===== config.mk =====
export PLATFORM = sky130hd
export DESIGN_NAME = pngu_recon_flat
export DESIGN_NICKNAME = d
export VERILOG_FILES = /design/src/design/png_scanline_unfilter_16bit_gray_core_defines.svh /design/src/design/pngu_pkg.sv /design/src/design/pngu_if.sv /design/src/design/pngu_recon.sv /design/src/flat_wrapper.sv
export SDC_FILE = /design/constraint.sdc
export NUM_CORES = 1
export LEC_CHECK = 0
export BUFFER_PORTS_ARGS = -buffer_cell sky130_fd_sc_hd__buf_2
export CORE_MARGIN = 3
export CORE_UTILIZATION = 50
export CTS_CLUSTER_DIAMETER = 100
export DETAILED_ROUTE_END_ITERATION = 7
export GPL_TIMING_DRIVEN = 0
export PLACE_DENSITY_LB_ADDON = 0.05
export SLEW_MARGIN = 40
export SYNTH_ARGS = -nofsm -noshare
export SYNTH_HDL_FRONTEND = slang
export SYNTH_SLANG_ARGS = --single-unit

===== constraint.sdc =====
create_clock -name clk -period 20.1 [get_ports clk]
set_clock_uncertainty 0.15 [all_clocks]
set_input_delay 3.015 -clock clk [delete_from_list [all_inputs] [get_ports clk]]
set_output_delay 3.015 -clock clk [all_outputs]
set_load 0.01 [all_outputs]

===== src/design/png_scanline_unfilter_16bit_gray_core_defines.svh =====
// Assertion macros used by the scanline unfilter control module
`ifndef PNG_SCANLINE_UNFILTER_16BIT_GRAY_CORE_DEFINES_SVH
`define PNG_SCANLINE_UNFILTER_16BIT_GRAY_CORE_DEFINES_SVH
`ifndef SYNTH
`define PNGU_ASSERT(lbl, clk, rstn, prop, msg) \
    lbl: assert property (@(posedge clk) disable iff (!rstn) (prop)) else $error(msg);
`define PNGU_ASSERT_NEXT(lbl, clk, rstn, ante, cons, msg) \
    lbl: assert property (@(posedge clk) disable iff (!rstn) (ante) |=> (cons)) else $error(msg);
`else
`define PNGU_ASSERT(lbl, clk, rstn, prop, msg)
`define PNGU_ASSERT_NEXT(lbl, clk, rstn, ante, cons, msg)
`endif
`endif


===== src/design/pngu_pkg.sv =====
// Types and constants for the PNG scanline unfilter
package pngu_pkg;

    localparam int MAX_ROW_BYTES_DEF = 4096;
    localparam int ROW_BYTES_W       = 13;
    localparam int BYTES_PER_PIXEL   = 2;
    localparam logic [ROW_BYTES_W-1:0] ROW_BYTES_RST = 13'd1280;

    typedef enum logic [2:0] {
        FILT_NONE  = 3'd0,
        FILT_SUB   = 3'd1,
        FILT_UP    = 3'd2,
        FILT_AVG   = 3'd3,
        FILT_PAETH = 3'd4,
        FILT_PASS  = 3'd5
    } filt_t;

    // Control that travels with an item from the input stage to reconstruction
    typedef struct packed {
        logic  pixel;
        filt_t filt;
        logic  first;
        logic  err;
        logic  last;
    } item_ctrl_t;

endpackage


===== src/design/pngu_if.sv =====


interface pngu_out_if;
    logic       valid;
    logic       ready;
    logic [7:0] pixel_byte;
    logic       row_last;
    logic       filter_error;

    modport source (output valid, output pixel_byte, output row_last, output filter_error,
                    input ready);
    modport sink (input valid, input pixel_byte, input row_last, input filter_error,
                  output ready);
endinterface



===== src/design/pngu_recon.sv =====
// Byte reconstruction against left, upper and upper-left neighbours; output register
module pngu_recon #(
    parameter int MAX_ROW_BYTES = pngu_pkg::MAX_ROW_BYTES_DEF
) (
    input  logic                             clk,
    input  logic                             rst_n,
    input  logic                             b_valid,
    input  pngu_pkg::item_ctrl_t             b_ctrl,
    input  logic [7:0]                       b_data,
    input  logic [$clog2(MAX_ROW_BYTES)-1:0] b_idx,
    input  logic [7:0]                       prior_byte,
    output logic                             b_take,
    output logic                             we,
    output logic [$clog2(MAX_ROW_BYTES)-1:0] waddr,
    output logic [7:0]                       wdata,
    pngu_out_if.source                       bytes_out
);
    import pngu_pkg::*;

    logic [7:0] left_reg [BYTES_PER_PIXEL];
    logic [7:0] ul_reg [BYTES_PER_PIXEL];
    logic       out_valid_reg, out_valid_next;
    logic [7:0] out_byte_reg;
    logic       out_last_reg;
    logic       out_err_reg;

    logic [7:0] a, b, c, pred, val;
    logic [8:0] sum_ab;
    logic [7:0] pa, pb;
    logic [8:0] pc, s2c;
    logic       load;

    always_comb
    begin
        a      = left_reg[BYTES_PER_PIXEL-1];
        b      = b_ctrl.first ? 8'd0 : prior_byte;
        c      = ul_reg[BYTES_PER_PIXEL-1];
        sum_ab = {1'b0, a} + {1'b0, b};
        s2c    = {c, 1'b0};
        pa     = (b > c) ? b - c : c - b;
        pb     = (a > c) ? a - c : c - a;
        pc     = (sum_ab > s2c) ? sum_ab - s2c : s2c - sum_ab;

        unique case (b_ctrl.filt)
            FILT_SUB:   pred = a;
            FILT_UP:    pred = b;
            FILT_AVG:   pred = sum_ab[8:1];
            FILT_PAETH:
            begin
                // Pick the neighbour nearest to a + b - c, ties to left then upper
                if (({1'b0, pa} <= {1'b0, pb}) && ({1'b0, pa} <= pc))
                begin
                    pred = a;
                end
                else if ({1'b0, pb} <= pc)
                begin
                    pred = b;
                end
                else
                begin
                    pred = c;
                end
            end
            default:    pred = 8'd0;
        endcase
        val = b_data + pred;
    end

    assign b_take = b_valid && (!b_ctrl.pixel || !out_valid_reg || bytes_out.ready);
    assign load   = b_take && b_ctrl.pixel;
    assign we     = load;
    assign waddr  = b_idx;
    assign wdata  = val;

    always_comb
    begin
        out_valid_next = out_valid_reg && !bytes_out.ready;
        if (load)
        begin
            out_valid_next = 1'b1;
        end
    end

    always_ff @(posedge clk or negedge rst_n)
    begin
        if (!rst_n)
        begin
            out_valid_reg <= 1'b0;
            for (int i = 0; i < BYTES_PER_PIXEL; i++)
            begin
                left_reg[i] <= 8'd0;
                ul_reg[i]   <= 8'd0;
            end
        end
        else
        begin
            out_valid_reg <= out_valid_next;
            if (load)
            begin
                left_reg[0] <= val;
                ul_reg[0]   <= b;
                for (int i = 1; i < BYTES_PER_PIXEL; i++)
                begin
                    left_reg[i] <= left_reg[i-1];
                    ul_reg[i]   <= ul_reg[i-1];
                end
            end
            else if (b_take)
            begin
                // Filter byte: drop the neighbours of the previous row
                for (int i = 0; i < BYTES_PER_PIXEL; i++)
                begin
                    left_reg[i] <= 8'd0;
                    ul_reg[i]   <= 8'd0;
                end
            end
        end
    end

    always_ff @(posedge clk)
    begin
        if (load)
        begin
            out_byte_reg <= val;
            out_last_reg <= b_ctrl.last;
            out_err_reg  <= b_ctrl.err;
        end
    end

    assign bytes_out.valid        = out_valid_reg;
    assign bytes_out.pixel_byte   = out_byte_reg;
    assign bytes_out.row_last     = out_last_reg;
    assign bytes_out.filter_error = out_err_reg;

endmodule


===== src/flat_wrapper.sv =====
// flat-port wrapper written by rule: the top's interface ports become plain ports
module pngu_recon_flat import pngu_pkg::*;
#(
    parameter int MAX_ROW_BYTES = pngu_pkg::MAX_ROW_BYTES_DEF
)
  (clk, rst_n, b_valid, b_ctrl, b_data, b_idx, prior_byte, b_take, we, waddr, wdata, bytes_out_valid, bytes_out_pixel_byte, bytes_out_row_last, bytes_out_filter_error, bytes_out_ready);
  pngu_out_if bytes_out_i ();
  input  logic clk;
  input  logic rst_n;
  input  logic b_valid;
  input  pngu_pkg::item_ctrl_t b_ctrl;
  input  logic [7:0] b_data;
  input  logic [$clog2(MAX_ROW_BYTES)-1:0] b_idx;
  input  logic [7:0] prior_byte;
  output logic b_take;
  output logic we;
  output logic [$clog2(MAX_ROW_BYTES)-1:0] waddr;
  output logic [7:0] wdata;
  output wire logic [$bits(bytes_out_i.valid)-1:0] bytes_out_valid;
  output wire logic [$bits(bytes_out_i.pixel_byte)-1:0] bytes_out_pixel_byte;
  output wire logic [$bits(bytes_out_i.row_last)-1:0] bytes_out_row_last;
  output wire logic [$bits(bytes_out_i.filter_error)-1:0] bytes_out_filter_error;
  input wire logic [$bits(bytes_out_i.ready)-1:0] bytes_out_ready;
  assign bytes_out_valid = bytes_out_i.valid;
  assign bytes_out_pixel_byte = bytes_out_i.pixel_byte;
  assign bytes_out_row_last = bytes_out_i.row_last;
  assign bytes_out_filter_error = bytes_out_i.filter_error;
  assign bytes_out_i.ready = bytes_out_ready;
  pngu_recon #(.MAX_ROW_BYTES(MAX_ROW_BYTES)) u_core (.clk(clk), .rst_n(rst_n), .b_valid(b_valid), .b_ctrl(b_ctrl), .b_data(b_data), .b_idx(b_idx), .prior_byte(prior_byte), .b_take(b_take), .we(we), .waddr(waddr), .wdata(wdata), .bytes_out(bytes_out_i));
endmodule

# After elaboration in Yosys (flattened, before gate mapping)
# Index checks and enable logic that the tools add are counted.
# W data, S select, Z words.
# op_classes
add_sub_neg,8
eq_ne,4
n_reduce_logical,10
n_lt_le_gt_ge,6
mux,11
# ops
operator,count
$mux W16,3
$mux W8,5
$pmux W8 S4,1
$sub A8 B8 Y8,4
$le A8 B9 Y1,2
$sub A9 B9 Y9,2
$gt A8 B8 Y1,2
$add A8 B8 Y9,1
$gt A9 B9 Y1,1
$mux W9,1
$add A8 B8 Y8,1
$le A8 B8 Y1,1
$eq A3 B2 Y1 const B,2
$logic_and A1 B1 Y1,4
$eq A3 B1 Y1 const B,1
$eq A3 B3 Y1 const B,1
$logic_not A1 Y1,3
$logic_or A1 B1 Y1,2
$reduce_bool A2 Y1,1
$mux W1,1
# word_totals
reg_bits,43
input_bits,39

# Logic depth before layout (Yosys ltp)
# logic_depth
ltp_word,10
depth_mapped,44
ltp_nobuf,41

# Worst setup path before layout
# No wires, ideal clock.
# synth_timing
kind,input -> output
start,in b_ctrl[2] (netlist name)
end,out wdata[7]
arrival_time_ps,10791
setup_slack_ps,6144
path_stages,41
required_time_ps,16935
cell_sequence,buf_2 -> nor2b_1 -> ha_1 -> maj3_1 -> maj3_2 -> maj3_1 -> maj3_2 -> a21o_1 -> a21oi_1 -> xor2_1 -> inv_1 -> ha_1 -> clkbuf_1 -> nand4_1 -> o22ai_1 -> buf_2 -> o21ai_0 -> o22ai_1 -> [5 not listed] -> a221oi_1 -> nor3b_1 -> o31a_1 -> a222oi_1 -> nand2_1 -> a211oi_4 -> mux2i_1 -> a21oi_1 -> o21ai_0 -> ha_1 -> a21o_1 -> a21oi_1 -> o21bai_1 -> a21oi_1 -> o21bai_1 -> a21oi_1 -> xnor2_1 -> xnor2_1
# synth_between
elab_chain_len,9
# synth_lines
element,line_no,text
"start, declared",flat_wrapper.sv:11,input pngu_pkg::item_ctrl_t b_ctrl;
$mux W8 (*),pngu_recon.sv:36,b = b_ctrl.first ? 8'd0 : prior_byte;
$add A8 B8 Y9,pngu_recon.sv:38,"sum_ab = {1'b0, a} + {1'b0, b};"
$sub A9 B9 Y9 / $gt A9 B9 Y1 (equally long branches),pngu_recon.sv:42,pc = (sum_ab > s2c) ? sum_ab - s2c : s2c - sum_ab;
$mux W9,pngu_recon.sv:42,
$le A8 B9 Y1 (on tied branches),"pngu_recon.sv:55, pngu_recon.sv:51",
$mux W8 / $logic_and A1 B1 Y1 (equally long branches),"pngu_recon.sv:55, pngu_recon.sv:51",
$mux W8,pngu_recon.sv:51,"if (({1'b0, pa} <= {1'b0, pb}) && ({1'b0, pa} <= pc))"
$pmux W8 S4 (*),pngu_recon.sv:44,unique case (b_ctrl.filt)
$add A8 B8 Y8 (*),pngu_recon.sv:66,val = b_data + pred;
"end, declared",flat_wrapper.sv:18,output logic [7:0] wdata;
# Every way passes the cells marked *; elsewhere a longest branch is shown, timed or not.

# Final worst setup path
# Same ends and word-level chain as after synthesis.

==> metrics <==
Post-layout nets between 700 and 800; Arr. time, crit path about 12 ns; die footprint ~0.011 mm²; vias post-DR ~4700; most frequent CP cell a21oi_1; Worst-path clk slew about 0.080 ns; Inserted Clock Buffers 5; Filler cells approximately 940; Post-Place Cells 800; layout cell share with drive strength beyond 1 15.1%; Initial DRC Count 230; die span in y approximately 110 µm; Finished Layout Cells between 800 and 900; largest net degree at the start of global routing 34; compound-gate portion of the synthesized area 22.8%; number of I/O port buffers 57; asr flop ratio synth roughly three quarters; Total GRT Usage approximately a quarter; CP Max Fanout 10; setup_tns 0 ns; vias per inst around 5.8; outcome complete, no violations; Peak VDD IR around 76 µV; Worst Hold Class reg2reg; Hold Buf Count CTS 0; TritonCTS clock tree yes; site row count 36; Final Hold Fails 0; Final period util roughly three quarters; Synth Instances 610; DRC 0; Slew Viols, Final 0; Clock Tree Root clkbuf_8; Detail Route Antenna Nets 0; LEAKAGE around 2.7 nW; number of storage elements in the synthesis netlist 43; Final setup viols 0; Final Wtd Congestion 0.968; syn nets 731; Antenna Cells 0; Worst path slowest cell a211oi_4; vias in the first global route 4575; post-synthesis adder-cell area fraction a little over a fifth; Max Cap Viol 0; Post-CTS Setup Inserts 0; Final min period 15.47 ns; Slew @ Worst Pin slightly above 0.8 ns; final WL 14400 µm; Crit. End Element output port; Post-synth EDFFs 10; half-perimeter wire length after placement between 10000 and 15000 µm; register area between 0.001 and 0.0015 mm²; Post-Synth XOR/XNOR Area under 10%; crit path kind in2out; simple-gate share of the synthesized area around 14%; Initial Utilization 51.8%; die width ~110 µm; Clk Latency, worst-skew pair 0.30 ns; pwr dens approximately 140 mW/mm²; clock sink count between 40 and 50; largest family of logic cells by synthesized area compound AO/OA/AOI/OAI gates; # H-tree levels 2; mux cell area share after synthesis 5.10%; syn_area_per_cell between 8 and 9 µm²; register area share after synthesis 22.1%; gr ovfl total 0; Yosys cell types 66; RSZ-0062 raised after global routing false; first-pass GRT wire length 22800 µm; Area Overhead vs Synth 10.5%; DRT Pass-1 Iters 5; DR WL/cell about 18 µm; IO Count 72; mapped cell area 0.00511 mm²; Core Box Area approximately 0.0099 mm²; post_cts resized 0; Synth Flop Type dfrtp_1; Crit path largest cell delay between 0.5 and 0.6 ns; slew margin rel. between 40% and 50%; YS warnings 0; Critical Path RT approximately 17 ns; initial antenna violation count 0; max frequency roughly 65 MHz; CP Launch Type input pin; Multi-input gate area between 0.003 and 0.004 mm²; maximum buffer depth of the clock tree 2
-- Yosys cell counts (2+ instances only) --
library cell,number,area (µm²)
buf_4,12,90.1
nor2b_1,14,87.6
edfxtp_1,10,300
nor2_1,27,101
a211o_1,4,35.0
dfrtp_1,33,826
o21bai_1,6,45.0
o21a_1,10,75.1
o31a_1,3,26.3
nand2_1,46,173
nor3_1,6,30.0
a31oi_1,6,37.5
a31o_2,3,26.3
a21o_1,10,75.1
xor2_1,9,78.8
a221oi_1,3,26.3
or2_2,3,18.8
maj3_2,2,22.5
nand3_1,27,135
xnor2_1,25,219
a22o_1,5,43.8
a211oi_1,8,60.1
clkinv_1,2,7.51
mux2_2,8,90.1
a22oi_1,3,22.5
a32oi_1,2,17.5
o31ai_1,9,67.6
a21oi_1,41,205
inv_1,66,248
buf_2,4,20.0
mux2i_1,17,170
o21ai_0,43,215
nand4_1,8,50.1
clkbuf_1,15,56.3
maj3_1,2,20.0
ha_1,76,951
fa_1,6,120
nand2b_1,4,25.0
o22ai_1,5,31.3
-- logic make-up (layout without fill, tap and decap cells) --
kind of cell             after synthesis  count (layout)
AO/OA/AOI/OAI                        176             176
flip-flops                            43              43
AND/OR/NAND/NOR                      146             146
multiplexers                          25              25
XOR/XNOR                              35              35
buffers and inverters                 99             164
adder cells (fa/ha/maj)               86              86
-- metrics by stage --
step / cell area (µm²) / power [W] / hold slack (ns) / utilization (%) / worst slack (ns)
after CTS: 5640 / 0.000801 / 0.327 / 57.2 / 4.67
final: 5640 / 0.000807 / 0.323 / 57.2 / 4.63
after global placement: 5560 / 0.000726 / 0.308 / 56.3 / 4.82
after global routing: 5640 / 0.000874 / 0.347 / 57.2 / 3.96
after floorplan: 5110 / 0.000590 / 0.290 / - / 6.14
after detailed placement: 5560 / 0.000745 / 0.308 / 56.4 / 4.70
-- final timing paths --
check | from | end | slack (ns) | cells after the start
setup reg to reg | u_core.a[0] | u_core.bytes_out.pixel_byte[7] | 10.49 | 38
max in group asynchronous | rst_n | u_core.c[3] | 16.97 | 1
min in group asynchronous | rst_n | u_core.c[6] | 2.50 | 1
hold / removal | u_core.left_reg[10] | u_core.left_reg[10] | 0.32 | 2
hold reg to reg | u_core.left_reg[10] | u_core.left_reg[10] | 0.32 | 2
setup / recovery | b_ctrl[2] | wdata[7] | 4.63 | 41
-- power by group --
part | switching (W) | internal, W | total [W]
Clock | 0.0000303 | 0.0000240 | 0.0000543
Sequential | 0.0000112 | 0.000105 | 0.000116
Combinational | 0.000373 | 0.000264 | 0.000637
-- cells in the final DEF (no fill, tap or decap), types with 13 or more instances in the layout --
| master | netlist | final |
|---|---|---|
| nor2b_1 | 14 | 14 |
| dfrtp_1 | 33 | 33 |
| mux2i_1 | 17 | 17 |
| clkbuf_1 | 15 | 16 |
| nand2_1 | 46 | 46 |
| nor2_1 | 27 | 26 |
| a21oi_1 | 41 | 41 |
| ha_1 | 76 | 76 |
| o21ai_0 | 43 | 43 |
| buf_4 | 12 | 13 |
| inv_1 | 66 | 66 |
| buf_2 | 4 | 60 |
| xnor2_1 | 25 | 25 |
| nand3_1 | 27 | 27 |
-- routing by layer --
| layer | global-route usage, % | vias to the layer above | routed length, µm |
|---|---|---|---|
| li1 | - | 2295 | - |
| met1 | 32.8 | 2194 | 6500 |
| met2 | 42.8 | 178 | 6810 |
| met3 | 2.35 | 23 | 702 |
| met4 | 8.58 | 0 | 354 |
| met5 | 0 | - | 0 |
-- cell type report --
cell class / instances / area share [%]
Inverter: 68 / 4.52
Sequential cell: 43 / 20.0
Clock buffer: 6 / 1.29
Buffer: 31 / 2.95
Multi-Input combinational cell: 468 / 63.1
Clock inverter: 2 / 0.155
Timing Repair Buffer: 57 / 5.10
Tap cell: 133 / 2.95
-- worst max-delay path: cells and delay by family --
kind                       cells  cell delay (ns)
AOI/OAI and AO/OA             17             3.38
xor gates and xnor gates       4             0.85
adders and majority gates      8             2.56
buffers and inverters          5             1.03
muxes                          1             0.30
and+or+nand+nor                6             1.16
Note: power is estimated with default switching activity, not from simulation.
