$ cat src/design/png_scanline_unfilter_16bit_gray_core_defines.svh
// Assertion macros used by the scanline unfilter control module
`ifndef PNG_SCANLINE_UNFILTER_16BIT_GRAY_CORE_DEFINES_SVH
`define PNG_SCANLINE_UNFILTER_16BIT_GRAY_CORE_DEFINES_SVH
`ifndef SYNTH
`define PNGU_ASSERT(lbl, clk, rstn, prop, msg) \
    lbl: assert property (@(posedge clk) disable iff (!rstn) (prop)) else $error(msg);
`define PNGU_ASSERT_NEXT(lbl, clk, rstn, ante, cons, msg) \
    lbl: assert property (@(posedge clk) disable iff (!rstn) (ante) |=> (cons)) else $error(msg);
`else
`define PNGU_ASSERT(lbl, clk, rstn, prop, msg)
`define PNGU_ASSERT_NEXT(lbl, clk, rstn, ante, cons, msg)
`endif
`endif

$ cat src/design/pngu_pkg.sv
// Types and constants for the PNG scanline unfilter
package pngu_pkg;

    localparam int MAX_ROW_BYTES_DEF = 4096;
    localparam int ROW_BYTES_W       = 13;
    localparam int BYTES_PER_PIXEL   = 2;
    localparam logic [ROW_BYTES_W-1:0] ROW_BYTES_RST = 13'd1280;

    typedef enum logic [2:0] {
        FILT_NONE  = 3'd0,
        FILT_SUB   = 3'd1,
        FILT_UP    = 3'd2,
        FILT_AVG   = 3'd3,
        FILT_PAETH = 3'd4,
        FILT_PASS  = 3'd5
    } filt_t;

    // Control that travels with an item from the input stage to reconstruction
    typedef struct packed {
        logic  pixel;
        filt_t filt;
        logic  first;
        logic  err;
        logic  last;
    } item_ctrl_t;

endpackage

$ cat src/design/pngu_if.sv
// Channel interfaces: input bytes, output bytes and row length writes
interface pngu_in_if;
    logic       valid;
    logic       ready;
    logic [7:0] data_byte;
    logic       frame_start;

    modport source (output valid, output data_byte, output frame_start, input ready);
    modport sink (input valid, input data_byte, input frame_start, output ready);
endinterface


interface pngu_cfg_if;
    import pngu_pkg::*;
    logic                   valid;
    logic                   ready;
    logic [ROW_BYTES_W-1:0] row_bytes;

    modport source (output valid, output row_bytes, input ready);
    modport sink (input valid, input row_bytes, output ready);
endinterface

$ cat src/design/pngu_ctrl.sv
// Row sequencing, filter decode and input register
`include "png_scanline_unfilter_16bit_gray_core_defines.svh"
module pngu_ctrl #(
    parameter int MAX_ROW_BYTES = pngu_pkg::MAX_ROW_BYTES_DEF
) (
    input  logic                                 clk,
    input  logic                                 rst_n,
    pngu_in_if.sink                              bytes_in,
    pngu_cfg_if.sink                             cfg,
    output logic                                 re,
    output logic [$clog2(MAX_ROW_BYTES)-1:0]     raddr,
    output logic                                 b_valid,
    output pngu_pkg::item_ctrl_t                 b_ctrl,
    output logic [7:0]                           b_data,
    output logic [$clog2(MAX_ROW_BYTES)-1:0]     b_idx,
    input  logic                                 b_take
);
    import pngu_pkg::*;

    localparam int ADDR_W = $clog2(MAX_ROW_BYTES);
    localparam int POS_W  = $clog2(MAX_ROW_BYTES + 1);
    localparam int CMP_W  = (POS_W > ROW_BYTES_W) ? POS_W : ROW_BYTES_W;

    logic [ROW_BYTES_W-1:0] row_bytes_reg;
    logic [POS_W-1:0]       pos_reg, pos_next;
    filt_t                  filt_reg, filt_next;
    logic                   first_reg, first_next;
    logic                   err_reg, err_next;

    logic                   b_valid_reg, b_valid_next;
    item_ctrl_t             b_ctrl_reg, b_ctrl_next;
    logic [7:0]             b_data_reg;
    logic [ADDR_W-1:0]      b_idx_reg;

    logic                   acc;
    logic [POS_W-1:0]       pos_cur, pos_m1;
    logic                   first_cur, err_cur, is_filter, bad, last;
    logic [CMP_W-1:0]       rb_ext, rb_eff, pos_ext;

    assign bytes_in.ready = !b_valid_reg || b_take;
    assign cfg.ready      = 1'b1;
    assign acc            = bytes_in.valid && bytes_in.ready;

    always_comb
    begin
        // Effective row length, clamped to the line store
        rb_ext = CMP_W'(row_bytes_reg);
        if (rb_ext < CMP_W'(2))
        begin
            rb_eff = CMP_W'(2);
        end
        else if (rb_ext > CMP_W'(MAX_ROW_BYTES))
        begin
            rb_eff = CMP_W'(MAX_ROW_BYTES);
        end
        else
        begin
            rb_eff = rb_ext;
        end

        // A frame start always opens a new row
        pos_cur   = bytes_in.frame_start ? '0 : pos_reg;
        first_cur = bytes_in.frame_start | first_reg;
        err_cur   = !bytes_in.frame_start & err_reg;
        is_filter = (pos_cur == '0);
        bad       = (bytes_in.data_byte > 8'(FILT_PAETH));
        pos_m1    = pos_cur - POS_W'(1);
        pos_ext   = CMP_W'(pos_cur);
        last      = !is_filter && (pos_ext >= rb_eff);

        pos_next   = pos_reg;
        filt_next  = filt_reg;
        first_next = first_reg;
        err_next   = err_reg;
        if (acc)
        begin
            if (is_filter)
            begin
                filt_next  = bad ? FILT_PASS : filt_t'(bytes_in.data_byte[2:0]);
                err_next   = err_cur | bad;
                first_next = first_cur;
                pos_next   = POS_W'(1);
            end
            else
            begin
                pos_next   = last ? '0 : pos_cur + POS_W'(1);
                first_next = last ? 1'b0 : first_cur;
                err_next   = err_cur;
            end
        end

        b_ctrl_next.pixel = !is_filter;
        b_ctrl_next.filt  = filt_reg;
        b_ctrl_next.first = first_cur;
        b_ctrl_next.err   = err_next;
        b_ctrl_next.last  = last;

        b_valid_next = acc ? 1'b1 : (b_take ? 1'b0 : b_valid_reg);
    end

    assign re    = acc && !is_filter;
    assign raddr = pos_m1[ADDR_W-1:0];

    always_ff @(posedge clk or negedge rst_n)
    begin
        if (!rst_n)
        begin
            row_bytes_reg <= ROW_BYTES_RST;
            pos_reg       <= '0;
            filt_reg      <= FILT_NONE;
            first_reg     <= 1'b1;
            err_reg       <= 1'b0;
            b_valid_reg   <= 1'b0;
        end
        else
        begin
            if (cfg.valid)
            begin
                row_bytes_reg <= cfg.row_bytes;
            end
            pos_reg     <= pos_next;
            filt_reg    <= filt_next;
            first_reg   <= first_next;
            err_reg     <= err_next;
            b_valid_reg <= b_valid_next;
        end
    end

    always_ff @(posedge clk)
    begin
        if (acc)
        begin
            b_ctrl_reg <= b_ctrl_next;
            b_data_reg <= bytes_in.data_byte;
            b_idx_reg  <= pos_m1[ADDR_W-1:0];
        end
    end

    assign b_valid = b_valid_reg;
    assign b_ctrl  = b_ctrl_reg;
    assign b_data  = b_data_reg;
    assign b_idx   = b_idx_reg;

    `PNGU_ASSERT_NEXT(a_filter_opens_row, clk, rst_n, acc && is_filter, pos_reg == POS_W'(1), "filter byte did not open the row")
    `PNGU_ASSERT(a_err_sticky, clk, rst_n, !$fell(err_reg) || $past(acc && bytes_in.frame_start), "error flag cleared without frame start")
    `PNGU_ASSERT_NEXT(a_stage_hold, clk, rst_n, b_valid_reg && !b_take, b_valid_reg && $stable(b_data_reg), "held item lost")
    `PNGU_ASSERT(a_pos_bound, clk, rst_n, CMP_W'(pos_reg) <= CMP_W'(MAX_ROW_BYTES), "row position beyond line store")

endmodule

$ cat src/flat_wrapper.sv
// flat-port wrapper written by rule: the top's interface ports become plain ports
module pngu_ctrl_flat import pngu_pkg::*;
#(
    parameter int MAX_ROW_BYTES = pngu_pkg::MAX_ROW_BYTES_DEF
)
  (clk, rst_n, re, raddr, b_valid, b_ctrl, b_data, b_idx, b_take, bytes_in_valid, bytes_in_data_byte, bytes_in_frame_start, bytes_in_ready, cfg_valid, cfg_row_bytes, cfg_ready);
  pngu_in_if bytes_in_i ();
  pngu_cfg_if cfg_i ();
  input  logic clk;
  input  logic rst_n;
  output logic re;
  output logic [$clog2(MAX_ROW_BYTES)-1:0] raddr;
  output logic b_valid;
  output pngu_pkg::item_ctrl_t b_ctrl;
  output logic [7:0] b_data;
  output logic [$clog2(MAX_ROW_BYTES)-1:0] b_idx;
  input  logic b_take;
  input wire logic [$bits(bytes_in_i.valid)-1:0] bytes_in_valid;
  input wire logic [$bits(bytes_in_i.data_byte)-1:0] bytes_in_data_byte;
  input wire logic [$bits(bytes_in_i.frame_start)-1:0] bytes_in_frame_start;
  output wire logic [$bits(bytes_in_i.ready)-1:0] bytes_in_ready;
  input wire logic [$bits(cfg_i.valid)-1:0] cfg_valid;
  input wire logic [$bits(cfg_i.row_bytes)-1:0] cfg_row_bytes;
  output wire logic [$bits(cfg_i.ready)-1:0] cfg_ready;
  assign bytes_in_i.valid = bytes_in_valid;
  assign bytes_in_i.data_byte = bytes_in_data_byte;
  assign bytes_in_i.frame_start = bytes_in_frame_start;
  assign bytes_in_ready = bytes_in_i.ready;
  assign cfg_i.valid = cfg_valid;
  assign cfg_i.row_bytes = cfg_row_bytes;
  assign cfg_ready = cfg_i.ready;
  pngu_ctrl #(.MAX_ROW_BYTES(MAX_ROW_BYTES)) u_core (.clk(clk), .rst_n(rst_n), .bytes_in(bytes_in_i), .cfg(cfg_i), .re(re), .raddr(raddr), .b_valid(b_valid), .b_ctrl(b_ctrl), .b_data(b_data), .b_idx(b_idx), .b_take(b_take));
endmodule
$ cat config.mk
export PLATFORM = sky130hd
export DESIGN_NAME = pngu_ctrl_flat
export DESIGN_NICKNAME = d
export VERILOG_FILES = /design/src/design/pngu_pkg.sv /design/src/design/pngu_if.sv /design/src/design/pngu_ctrl.sv /design/src/flat_wrapper.sv
export VERILOG_INCLUDE_DIRS = /design/src /design/src/design
export SDC_FILE = /design/constraint.sdc
export NUM_CORES = 1
export LEC_CHECK = 0
export BUFFER_PORTS_ARGS = -buffer_cell sky130_fd_sc_hd__buf_2
export CORE_AREA = 2 2 103 85
export CTS_BUF_LIST = sky130_fd_sc_hd__clkbuf_16
export DETAILED_ROUTE_END_ITERATION = 8
export DIE_AREA = 0 0 105 87
export PLACE_DENSITY = 0.64
export SYNTH_ARGS = -nofsm -noshare
export SYNTH_HDL_FRONTEND = slang
export SYNTH_SLANG_ARGS = --single-unit
$ cat constraint.sdc
create_clock -name clk -period 4.2 [get_ports clk]
set_input_delay 0.42 -clock clk [delete_from_list [all_inputs] [get_ports clk]]
set_output_delay 0.42 -clock clk [all_outputs]
set_load 0.02 [all_outputs]
; Word level (Yosys, flattened, before mapping)
; Cells that the tools add are included.
[totals]
reg_bits = 59
latch_bits = 0
ramBits = 0
romBits = 0
inputBits = 27
output_inout_bits = 43
elab_cells = 44
memories = 0
[op_classes]
addsub = 2
multipliers = 0
div = 0
magnitude_cmp = 4
n_eq_ne = 0
shifts = 0
n_mux = 12
n_bitwise = 3
reduce_logical = 10
[op_table]
columns = cell, n
row1 = two-way mux 13 bit, 5
row2 = "adder 13 x 1 -> 13 bit, second input constant", 1
row3 = greater-or-equal comparator 13 bit, 1
row4 = "> comparator 13 bit, second input constant", 1
row5 = logical NOT 13 bit, 1
row6 = "less-than comparator 13 x 2 -> 1 bit, second input constant", 1
row7 = "subtractor 12 x 1 -> 12 bit, second input constant", 1
row8 = "> comparator 8 x 3 -> 1 bit, second input constant", 1
row9 = two-way mux 1 bit, 6
row10 = logical AND 1 bit, 3
row11 = logical NOT 1 bit, 3
row12 = two-way mux 3 bit, 1
row13 = OR 1 bit, 2
row14 = AND reduction 2 bit, 1
row15 = nonzero test 2 bit, 1
row16 = AND 1 bit, 1
row17 = logical OR 1 bit, 1

; Longest topological paths before layout
; Gate-level depths: netlist (run 1).
[logic_depth]
depth_word = 7
mapped_depth = 10
mapped_depth_nobuf = 10

; Worst setup path after synthesis (run 1)
; No wires, ideal clock.
[synth_timing]
path_kind = flip-flop to flip-flop
start = reg u_core.row_bytes_reg[11], in the netlist u_core.rb_ext[11]
end = reg u_core.b_ctrl_reg (netlist bit u_core.b_ctrl[0]) (data pin)
setup_ns = 0.255
arrival_ns = 2.188
required_time_ns = 3.945
slack_ns = 1.757
stages_incl_launch_ff = 11
n_path_buf = 0
period_less_slack_ns = 2.443
path_cell_list = dfrtp_1 -> nor4_1 -> nand3_1 -> o21ai_0 -> nand2_1 -> ha_1 -> a21oi_1 -> o21ai_1 -> a21oi_2 -> nand2_2 -> and2_1
[synth_lines]
columns = element, line_no
row1 = from (decl), pngu_ctrl.sv:24  ; logic [ROW_BYTES_W-1:0] row_bytes_reg;
row2 = from (signal assigned), pngu_ctrl.sv:119  ; row_bytes_reg <= cfg.row_bytes;
row3 = to (signal assigned), pngu_ctrl.sv:133  ; b_ctrl_reg <= b_ctrl_next;
row4 = to (decl), pngu_ctrl.sv:31  ; item_ctrl_t b_ctrl_reg, b_ctrl_next;

; Final worst setup path (run 1)
[layout_timing]
start = reg u_core.b_valid_reg, in the netlist u_core.b_valid
end = out re
[layout_between]
elab_chain_len = 4
[layout_rtl]
columns = element, line_no
row1 = from (decl), pngu_ctrl.sv:30  ; logic b_valid_reg, b_valid_next;
row2 = from (signal assigned), pngu_ctrl.sv:125  ; b_valid_reg <= b_valid_next;
row3 = logical NOT 1 bit, pngu_ctrl.sv:40  ; assign bytes_in.ready = !b_valid_reg || b_take;
row4 = logical OR 1 bit, pngu_ctrl.sv:40
row5 = logical AND 1 bit, pngu_ctrl.sv:42  ; assign acc = bytes_in.valid && bytes_in.ready;
row6 = net u_core.acc, pngu_ctrl.sv:35  ; logic acc;
row7 = logical AND 1 bit, pngu_ctrl.sv:101  ; assign re = acc && !is_filter;
row8 = to (decl), flat_wrapper.sv:11  ; output logic re;
; The timed path passes the listed nets, and every way through them passes these cells.

==> impl_metrics.tcl, run 1 <==
set metrics [dict create \
    outcome "complete, no violations" \
    final_core_util_pct 47.3 \
    crit_path_capture "re" \
    max_slew_margin_pct 50.2 \
    placeableCoreArea_um2 8180 \
    clockRootBuffer "clkbuf_16" \
    peakVddDrop_mv 0.253 \
    synth.yosys.seq_area_share_pct 50.8 \
    clock_tree.htree_level_count 3 \
    required_time_at_the_endpoint_of_the_critical_path_ns 3.78 \
    die_h_um 87 \
    fmax_ghz 0.350 \
    postCtsSetupRepairBufs 0 \
    synth_top_cell_by_area "edfxtp_1" \
    synth_simple_gate_area_share_pct 22.5 \
    start_kind "flop" \
    postRouteAntennaNets 0 \
    io_pins 70 \
    max_cap_violations 0 \
    core.rowCount 30 \
    final_routed_wirelength_um 6700 \
    dieWidth_um 105 \
    synth_compound_area_share_pct 9.71 \
    synth-xor-area-share_pct 2.48 \
    synth_edf_count 27 \
    cts-resized-gates 0 \
    reg2regPathDepth 10 \
    ys_async_sr_fraction_pct 54.2 \
    crit_type "flop to output pin" \
    top_cells_by_area_in_the_synthesized_netlist "edfxtp_1 (25%), dfrtp_1 (23%), ha_1 (6.3%), nand2_1 (5.3%), mux2_2 (3.9%)" \
    post-synth-top-area-fraction_pct 25.5 \
    yosys_register_bits 59 \
    layout-drive-gt1-share_pct 30.8 \
    clock_skew_ns 0.00699 \
    crit_fanout 35 \
    antenna_cells_inserted 0 \
    grt_antenna_before_repair 0 \
    cts_buffers 9 \
    post-layout-total-power_mw 1.80 \
    dp_hpwl_um 4940 \
    worst-path-stages 5 \
    via_count_of_the_routed_design 2376 \
    layout_worst_path_cycle_share_pct 68.0 \
    final_net_count 405 \
    grt_overflow_total 0 \
    cpLargestDelayFamily "buffers and inverters" \
    yosys_most_used_dff "dfrtp_1" \
    final_max_slew_viol_count 0 \
    routed_wire_length_per_instance_um 14.0 \
    port_buffers 68 \
    power.leakage_nw 1.69 \
    r2r-end "u_core.b_ctrl[0]" \
    hold_class "primary input to async pin" \
    syn_area_per_cell_um2 10.7 \
    tritoncts "built" \
    clk_pin_slew_ns 0.05 \
    gp_congestion 0.877 \
    first_global_vias 2270 \
    synth-warning-count 0 \
    worst_r2r_startpoint "u_core.rb_ext[11]" \
    syn_area_um2 3180 \
    cts.sinks 59 \
    post_synthesis_cell_count 296 \
    pin_count_of_the_biggest_net_entering_global_routing 36 \
    rsz_0062_raised_after_global_routing "false" \
    mux_contribution_to_synthesized_area_pct 4.52 \
    drcViolationCount 0 \
    sort_of_element_at_the_end_of_the_critical_path "output pin" \
    first_pass_iters 4 \
    setup_tns_ns 0 \
    start_util_pct 38.9 \
    number_of_fill_cells_in_the_layout 787 \
    yosys.area_share.adder_pct 6.29 \
    areaGrowthSynthToFinish_pct 21.6 \
    route.detailed.vias_per_inst 4.96 \
    timing.final.hold_violations 0 \
    critical_path_arrival_ns 2.43 \
    synth_top_family_by_area "simple AND/OR/NAND/NOR gates" \
    critical_path.n_buffers_inverters 2 \
    power_density_nw_per_um2 466 \
    drt_iter0_drc 116 \
    launch_point_of_the_worst_path "u_core.b_valid" \
    period_minus_slack_ns 2.85 \
    seqCellArea_um2 1620 \
    worstMarginPinSlew_ns 0.746 \
    crit_slowest_cell "inv_2" \
    slowest_delay_ns 0.73 \
    total_grt_usage_pct 15.8 \
    area_taken_by_multi_input_logic_gates_um2 1450 \
    die_area_um2 9140 \
    most_frequent_standard_cell_in_the_layout_excluding_fill_and_tap_cells "buf_2" \
    layout.cells.most_common_list "buf_2 (68), nand2_1 (45), dfrtp_1 (29), edfxtp_1 (27), ha_1 (16)" \
    yosysUniqueCellTypes 60 \
    hold_buffers 0 \
    mappedNetlistNets 339 \
    critical_path.cell_chain "nand2b_1 > nand2_1 > inv_2 > and2_4 > buf_2" \
    cts_buffer_depth 2 \
    setup.reg_to_reg.worst_slack_ns 1.43 \
    clk-insertion-delay-late_ns 0.32 \
    finalSetupViolCount 0 \
    grt_first_pass_wirelength_um 11100 \
]
-- stage by stage --
| step | worst slack [ns] | area (um2) | hold slack [ns] | instances |
|---|---|---|---|---|
| 3_3_place_gp | 1.45 | 3590 | 0.430 | 463 |
| 2_1_floorplan | 1.76 | 3180 | 0.124 | 296 |
| 4_1_cts | 1.33 | 3870 | 0.190 | 479 |
| 5_1_grt | 1.11 | 3870 | 0.232 | 479 |
| 3_5_place_dp | 1.40 | 3590 | 0.436 | 463 |
| 6_report | 1.35 | 3870 | 0.163 | 479 |
-- cells by family after synthesis --
logic type	count (synthesis)
AND/OR/NAND/NOR	128
flip-flops	59
AO/OA/AOI/OAI	46
buffers and inverters	24
adder cells (fa/ha/maj)	16
multiplexers	13
XOR/XNOR	9
other	1
-- synthesized netlist by cell type, types with 2 or more instances --
master     n
nor2_1    14
o21ai_1   11
mux2i_1    2
nor4_1     2
clkbuf_1   5
dfrtp_1   29
nand3_1   11
a21oi_1    9
o31ai_1    4
edfxtp_1  27
ha_1      16
nand4_1    5
nand2b_1   7
xor2_1     3
inv_1      9
nor2b_1    9
nor3_1     7
nand3b_1   2
nor3_2     2
and4_1     2
and3_1     3
dfstp_2    3
o21ai_0   12
buf_2      3
and2_1     3
mux2_2    11
buf_4      3
xnor2_1    6
nand2_1   45
-- where the power goes --
group	switching, mW	leakage (nW)	internal, mW
sequential	0.0438	0.649	0.688
combinational	0.249	0.895	0.142
clock	0.235	0.150	0.446
total	0.527	1.69	1.28
-- metal layers --
layer / share of wire [%] / track usage, %
met1: 47 / 21.5
met4: 1.3 / 5.33
met3: 7.0 / 5.09
met2: 44 / 23.8
met5: 0 / 0
-- layout make-up --
type | instances | area share [%]
clock buffer | 9 | 5.82
clock inverter | 7 | 1.42
inverter | 11 | 1.07
multi-input combinational | 213 | 37.5
sequential | 59 | 41.7
tap | 112 | 3.62
timing repair buffer | 68 | 8.79
-- how the worst min path moves through the flow --
| stage | from | to | slack (ns) | cells past startpoint |
|---|---|---|---|---|
| 2_1_floorplan | rst_n | u_core.b_valid | 0.12 | 0 |
| 3_3_place_gp | u_core.filt_reg[0] | u_core.b_ctrl[3] | 0.43 | 0 |
| 3_5_place_dp | u_core.filt_reg[0] | u_core.b_ctrl[3] | 0.44 | 0 |
| 4_1_cts | rst_n | u_core.rb_ext[7] | 0.19 | 1 |
| 5_1_grt | rst_n | u_core.rb_ext[7] | 0.23 | 1 |
| 6_report | rst_n | u_core.rb_ext[7] | 0.16 | 1 |
Power figures use the tool's default switching activity.
==> run 2, diff against run 1 <==
--- a/config.mk
+++ b/config.mk
@@ -6,11 +6,12 @@
 export SDC_FILE = /design/constraint.sdc
 export NUM_CORES = 1
 export LEC_CHECK = 0
+export ABC_AREA = 1
 export BUFFER_PORTS_ARGS = -buffer_cell sky130_fd_sc_hd__buf_2
-export CORE_AREA = 2 2 103 85
+export CORE_AREA = 2 2 104 86
 export CTS_BUF_LIST = sky130_fd_sc_hd__clkbuf_16
 export DETAILED_ROUTE_END_ITERATION = 8
-export DIE_AREA = 0 0 105 87
+export DIE_AREA = 0 0 106 88
 export PLACE_DENSITY = 0.64
 export SYNTH_ARGS = -nofsm -noshare
 export SYNTH_HDL_FRONTEND = slang
==> constraint.sdc (replaced) <==
create_clock -name clk -period 2.8 [get_ports clk]
set_input_delay 0.28 -clock clk [delete_from_list [all_inputs] [get_ports clk]]
set_output_delay 0.28 -clock clk [all_outputs]
set_load 0.02 [all_outputs]
==> run 2 against run 1 <==
  * Register-to-register slack worse by 1.1 ns
  * Die area up 2.1%
  * Critical path depth up 11
  * Critical endpoint is now u_core.b_ctrl[0]
==> impl_metrics.tcl, run 2 <==
set metrics [dict create \
    drt_iter0_drc 119 \
    hold_slack_ns 0.0214 \
    via_count_of_the_routed_design 2650 \
    dieWidth_um 106 \
    clk_pin_slew_ns 0.05 \
    number_of_fill_cells_in_the_layout 800 \
    clockRootBuffer "clkbuf_16" \
    power_frac_seq_pct 38.4 \
    synth_commonest_cells "nand2_1 (112), inv_1 (45), nor2_1 (34)" \
    timing.final.hold_violations 0 \
    io_pins 70 \
    grt_antenna_before_repair 0 \
    start_util_pct 39.0 \
    mappedNetlistNets 421 \
    slowest_delay_ns 0.38 \
    seqCellArea_um2 1620 \
    rsz_0062_raised_after_global_routing "false" \
    hold_buffers 0 \
    core.rowCount 30 \
    fmax_ghz 0.402 \
    final_routed_wirelength_um 7000 \
    postRouteAntennaNets 0 \
    final_critical_path_setup_slack_ns 0.311 \
    power_density_nw_per_um2 682 \
    layout-drive-gt1-share_pct 24.5 \
    final_net_count 496 \
    r2r-end "u_core.b_ctrl[0]" \
    die_h_um 88 \
    crit_fanout 12 \
    clock_skew_ns 0.00643 \
    pin_count_of_the_biggest_net_entering_global_routing 33 \
    max_cap_violations 0 \
    outcome "complete, no violations" \
    yosysMostFrequentCell "nand2_1" \
    sort_of_element_at_the_end_of_the_critical_path "flop" \
    routed_wire_length_per_instance_um 12.3 \
    setup_tns_ns 0 \
    final_max_slew_viol_count 0 \
    p_int_mw 1.96 \
    worstMarginPinSlew_ns 0.731 \
    placeableCoreArea_um2 8300 \
    synth_edf_count 27 \
    first_pass_iters 4 \
    required_time_at_the_endpoint_of_the_critical_path_ns 2.88 \
    most_frequent_standard_cell_in_the_layout_excluding_fill_and_tap_cells "nand2_1" \
    syn_area_um2 3240 \
    max_slew_margin_pct 51.2 \
    finalSetupViolCount 0 \
    dp_hpwl_um 5210 \
    power.combinational.fraction_pct 19.6 \
    grt_first_pass_wirelength_um 11400 \
    synth_top_cell_by_area "edfxtp_1" \
    power.leakage_nw 2.04 \
    critical_path_arrival_ns 2.57 \
    antenna_cells_inserted 0 \
    crit_slowest_cell "dfrtp_1" \
    period_minus_slack_ns 2.49 \
    stdcell_area_um2 4020 \
    grt_overflow_total 0 \
    drcViolationCount 0 \
    synth-warning-count 0 \
    switch_share_pct 28.3 \
    cts_buffers 9 \
    cts_buffer_depth 2 \
    start_kind "flop" \
    top_cells_by_area_in_the_synthesized_netlist "edfxtp_1 (25%), dfrtp_1 (22%), nand2_1 (13%), ha_1 (6.2%), inv_1 (5.2%)" \
    net-switching-power_mw 0.775 \
    port_buffers 68 \
    die_area_um2 9330 \
    tritoncts "built" \
    areaGrowthSynthToFinish_pct 24.2 \
    cts.sinks 59 \
    setup.reg_to_reg.worst_slack_ns 0.31 \
    total_grt_usage_pct 15.9 \
    detailedPlace.worstSlack_ns 0.114 \
    clock_tree.htree_level_count 3 \
    critical_path.cell_chain "inv_1 > nand4_1 > nor3_2 > nand2_1 > nand2_2 > nand2_1 > ha_1 > nand2_1 > nor2_1 > nand2_1 > nor2_1 > nor2_1 > nand2_1 > nor2_1 > buf_4 > nor2_1" \
    pwr-share-clk_pct 42.0 \
    yosysUniqueCellTypes 31 \
    peakVddDrop_mv 0.368 \
    post-synth-top-area-fraction_pct 25.0 \
    yosys_register_bits 59 \
    layout.cells.most_common_list "nand2_1 (111), buf_2 (68), inv_1 (45), nor2_1 (34), dfrtp_1 (29)" \
    layout_worst_path_cycle_share_pct 88.9 \
    hold_class "primary input to async pin" \
    first_global_vias 2372 \
    area_taken_by_multi_input_logic_gates_um2 1390 \
    synth.yosys.seq_area_share_pct 49.9 \
    reg2regPathDepth 16 \
    post_synthesis_cell_count 378 \
    gp_congestion 0.867 \
    worst_r2r_startpoint "u_core.rb_ext[9]" \
    route.detailed.vias_per_inst 4.65 \
    syn_area_per_cell_um2 8.56 \
    clk-insertion-delay-late_ns 0.33 \
    dpl_cell_area_um2 3690 \
    yosys_most_used_dff "dfrtp_1" \
    crit_type "flop to flop" \
    ys_async_sr_fraction_pct 54.2 \
]
==> run 2: timing repair <==
action	CTS	global route
buffers inserted	0	0
endpoints found under the setup margin	0	13
resized for setup	0	3
==> run 2: layout make-up <==
class                   count  area share, %
multi-input cells         262           34.5
repair buffers             73           9.40
clock buffers               9           5.60
flip-flops and latches     59           40.2
clock inverters             7           2.30
inverters                  48           4.55
well taps                 112           3.49
==> run 2: worst max path at each step <==
stage                     cells after the start              from  slack, ns          endpoint
final                                        16  u_core.rb_ext[9]       0.31  u_core.b_ctrl[0]
after global routing                         16  u_core.rb_ext[9]       0.02  u_core.b_ctrl[0]
after CTS                                    13  u_core.rb_ext[9]       0.11  u_core.b_ctrl[0]
after detailed placement                     13  u_core.rb_ext[9]       0.11  u_core.b_ctrl[0]
after global placement                       13  u_core.rb_ext[9]       0.17  u_core.b_ctrl[0]
after floorplan                              13  u_core.rb_ext[9]       0.32  u_core.b_ctrl[0]
==> run 2: logic make-up (layout without fill, tap and decap cells) <==
family	count (synthesis)	count (layout)	share of synthesized area, %
adder cells (fa/ha/maj)	16	16	6.18
AND/OR/NAND/NOR	200	200	27.4
AO/OA/AOI/OAI	31	31	5.06
XOR/XNOR	14	14	3.79
buffers and inverters	57	137	7.54
other	1	1	0.116
flip-flops	59	59	49.9
==> run 2: metrics by stage <==
step,power (mW),util (%),instances
final,2.74,48.4,570
after global routing,2.88,48.4,570
after CTS,2.77,48.4,570
after detailed placement,1.61,44.5,554
after global placement,1.60,44.5,554
after floorplan,1.43,-,378
==> run 2: metal layers <==
metal,global-route usage [%],up-vias,part of all wire (%)
met5,0,-,0
met3,4.76,7,6.3
li1,-,1363,-
met1,22.0,1198,49
met4,6.10,0,0.89
met2,23.8,82,43
==> run 2: power groups by stage <==
stage | clock network (mW) | registers [mW] | logic (mW)
finish | 1.15 | 1.05 | 0.537
global route | 1.21 | 1.06 | 0.604
CTS | 1.17 | 1.05 | 0.545
detailed placement | 0 | 1.07 | 0.542
global placement | 0 | 1.07 | 0.532
floorplan | 0 | 1.13 | 0.306
==> run 2: worst max-delay path: cells and delay by family (launching register included) <==
family | cells | cell delay [ns]
flops | 1 | 0.38
fa+ha+maj | 1 | 0.30
simple gates | 13 | 1.27
buf+inv | 2 | 0.28
==> run 3, diff against run 2 <==
--- a/config.mk
+++ b/config.mk
@@ -12,7 +12,7 @@
 export CTS_BUF_LIST = sky130_fd_sc_hd__clkbuf_16
 export DETAILED_ROUTE_END_ITERATION = 8
 export DIE_AREA = 0 0 106 88
-export PLACE_DENSITY = 0.64
+export PLACE_DENSITY = 0.66
 export SYNTH_ARGS = -nofsm -noshare
 export SYNTH_HDL_FRONTEND = slang
 export SYNTH_SLANG_ARGS = --single-unit
==> constraint.sdc (replaced) <==
create_clock -name clk -period 2.1 [get_ports clk]
set_input_delay 0.21 -clock clk [delete_from_list [all_inputs] [get_ports clk]]
set_output_delay 0.21 -clock clk [all_outputs]
set_load 0.02 [all_outputs]
==> run 3 against run 2 <==
  * Cell area increased by 22%
  * Core utilization is 11 points higher
  * Clock-buffer cell count stayed put
  * Final cell count grew 9.8%
  * Sequential share of layout area down 7.3 points
  * Critical endpoint is now u_core.pos_reg[8]
  * Sequential cell count unchanged
  * Combinational power is 94% higher
  * Non-clock buffer count is 56 higher
  * The run now ends with setup timing left
  * Wire length is 25% higher
  * Total power rose by 45%
  * Critical path type unchanged
  * Largest power group unchanged
==> impl_metrics.tcl, run 3 (synthesis gave the netlist of run 2 again) <==
set metrics [dict create \
    outcome "finished with violations" \
    failed_checks "setup timing" \
    grt_first_pass_wirelength_um 13500 \
    routed_wire_length_per_instance_um 13.9 \
    reg2regPathDepth 17 \
    crit_slowest_cell "dfrtp_1" \
    launch_point_of_the_worst_path "u_core.rb_ext[6]" \
    power.combinational.fraction_pct 26.3 \
    p_int_mw 2.81 \
    areaGrowthSynthToFinish_pct 51.7 \
    peakVddDrop_mv 0.585 \
    cts_buffers 9 \
    via_count_of_the_routed_design 2975 \
    placeableCoreArea_um2 8300 \
    final_max_slew_viol_count 0 \
    final_routed_wirelength_um 8730 \
    worstHoldPathCells 1 \
    power_density_nw_per_um2 808 \
    pin_count_of_the_biggest_net_entering_global_routing 33 \
    detailedPlace.worstSlack_ns -0.309 \
    slowest_delay_ns 0.38 \
    grt_overflow_total 0 \
    net-switching-power_mw 1.16 \
    min_from "bytes_in_data_byte[7]" \
    first_global_vias 2843 \
    first_pass_iters 4 \
    rsz_0062_raised_after_global_routing "true" \
    die_h_um 88 \
    grt_antenna_before_repair 0 \
    required_time_at_the_endpoint_of_the_critical_path_ns 2.32 \
    start_kind "flop" \
    critical_path.cell_chain "inv_1 > nand4_1 > nor3_4 > nand2_2 > nand2_4 > nand2_2 > ha_4 > nand2_4 > nor2_4 > nand2_2 > nor2_2 > nor2_2 > nand2_2 > nor2_4 > buf_6 > nand3_1 > nand2_1" \
    layout.cells.most_common_list "nand2_1 (84), buf_2 (62), buf_4 (62), inv_1 (40), dfrtp_1 (29)" \
    most_frequent_standard_cell_in_the_layout_excluding_fill_and_tap_cells "nand2_1" \
    antenna_cells_inserted 0 \
    io_pins 70 \
    drt_iter0_drc 159 \
    cts.sinks 59 \
    power.leakage_nw 2.42 \
    clockRootBuffer "clkbuf_16" \
    crit_fanout 6 \
    clock_skew_ns 0.00816 \
    dieWidth_um 106 \
    critical_path_arrival_ns 2.66 \
    max_cap_violations 0 \
    tritoncts "built" \
    layout-drive-gt1-share_pct 44.9 \
    port_buffers 68 \
    clock_tree.htree_level_count 3 \
    crit_type "flop to flop" \
    postRouteAntennaNets 0 \
    hold_slack_ns 0.0727 \
    number_of_fill_cells_in_the_layout 713 \
    period_minus_slack_ns 2.44 \
    die_area_um2 9330 \
    pwr-share-clk_pct 38.2 \
    layout.cells.non_filler 626 \
    fmax_ghz 0.409 \
    hold_class "primary input to flop" \
    clk_pin_slew_ns 0.05 \
    drcViolationCount 0 \
    sort_of_element_at_the_end_of_the_critical_path "flop" \
    total_grt_usage_pct 18.8 \
    clk-insertion-delay-late_ns 0.33 \
    switch_share_pct 29.2 \
    cts_buffer_depth 2 \
    setup_tns_ns -4.34 \
    timing.final.hold_violations 0 \
    final_net_count 553 \
    gp_congestion 0.887 \
    core.rowCount 30 \
    finalSetupViolCount 15 \
    layout_worst_path_cycle_share_pct 116 \
    max_slew_margin_pct 51.0 \
    dp_hpwl_um 5800 \
    power_frac_seq_pct 35.5 \
    worst_r2r_startpoint "u_core.rb_ext[6]" \
    numPlacedInstances 592 \
    worstMarginPinSlew_ns 0.735 \
    cp_dominant_cell_by_count "nand2_2" \
    final_critical_path_setup_slack_ns -0.342 \
    start_util_pct 39.0 \
    route.detailed.vias_per_inst 4.75 \
]
[run 3: path summary, 6_finish.rpt]
kind,endpoint,slack (ns)
setup / recovery,u_core.pos_reg[8],-0.34
hold / removal,u_core.b_data[7],0.07
setup reg to reg,u_core.pos_reg[8],-0.34
hold reg to reg,u_core.b_ctrl[3],0.44
max in group asynchronous,u_core.pos_reg[1],1.14
min in group asynchronous,u_core.rb_ext[4],0.48
[run 3: layout make-up]
cell class | instances | area [um2] | area share [%]
sequential | 59 | 1620 | 32.9
timing repair buffer | 129 | 848 | 17.3
clock inverter | 6 | 81.3 | 1.66
multi-input combinational | 263 | 1810 | 36.9
inverter | 48 | 188 | 3.82
clock buffer | 9 | 225 | 4.59
tap | 112 | 140 | 2.85
[run 3: metrics by stage]
stage | utilization (%) | area (um2) | total power, mW
2_1_floorplan | - | 3260 | 1.91
3_3_place_gp | 48.3 | 4010 | 2.20
3_5_place_dp | 48.3 | 4010 | 2.22
4_1_cts | 55.4 | 4590 | 3.83
5_1_grt | 59.2 | 4910 | 4.14
6_report | 59.2 | 4910 | 3.97
[run 3: repair_timing]
item / CTS / global route
setup endpoints to repair: 21 / 24
pin swaps: 13 / 24
hold endpoints to repair: 29 / 0
hold buffers: 1 / 0
buffers inserted: 8 / 9
gates resized for setup: 46 / 50
gates cloned: 1 / 0
[run 3: power groups by stage]
stage               combinational (mW)  clock (mW)  sequential, mW
finish                            1.04        1.52            1.41
floorplan                        0.413           0            1.50
detailed placement               0.794           0            1.42
CTS                              0.889        1.53            1.41
global route                      1.13        1.58            1.42
global placement                 0.778           0            1.42
[run 3: worst max-delay path, delay by kind of cell (launching register included)]
family	cells	cell delay (ns)
and+or+nand+nor	14	1.48
adders and majority gates	1	0.29
buffers and inverters	2	0.20
DFF	1	0.38
[run 3: routing by layer]
layer / routed length, um / vias up / GRT usage (%)
met5: 0 / - / 0
met4: 149 / 0 / 4.67
met3: 433 / 14 / 4.99
met2: 4420 / 85 / 32.3
met1: 3730 / 1391 / 23.8
li1: - / 1485 / -
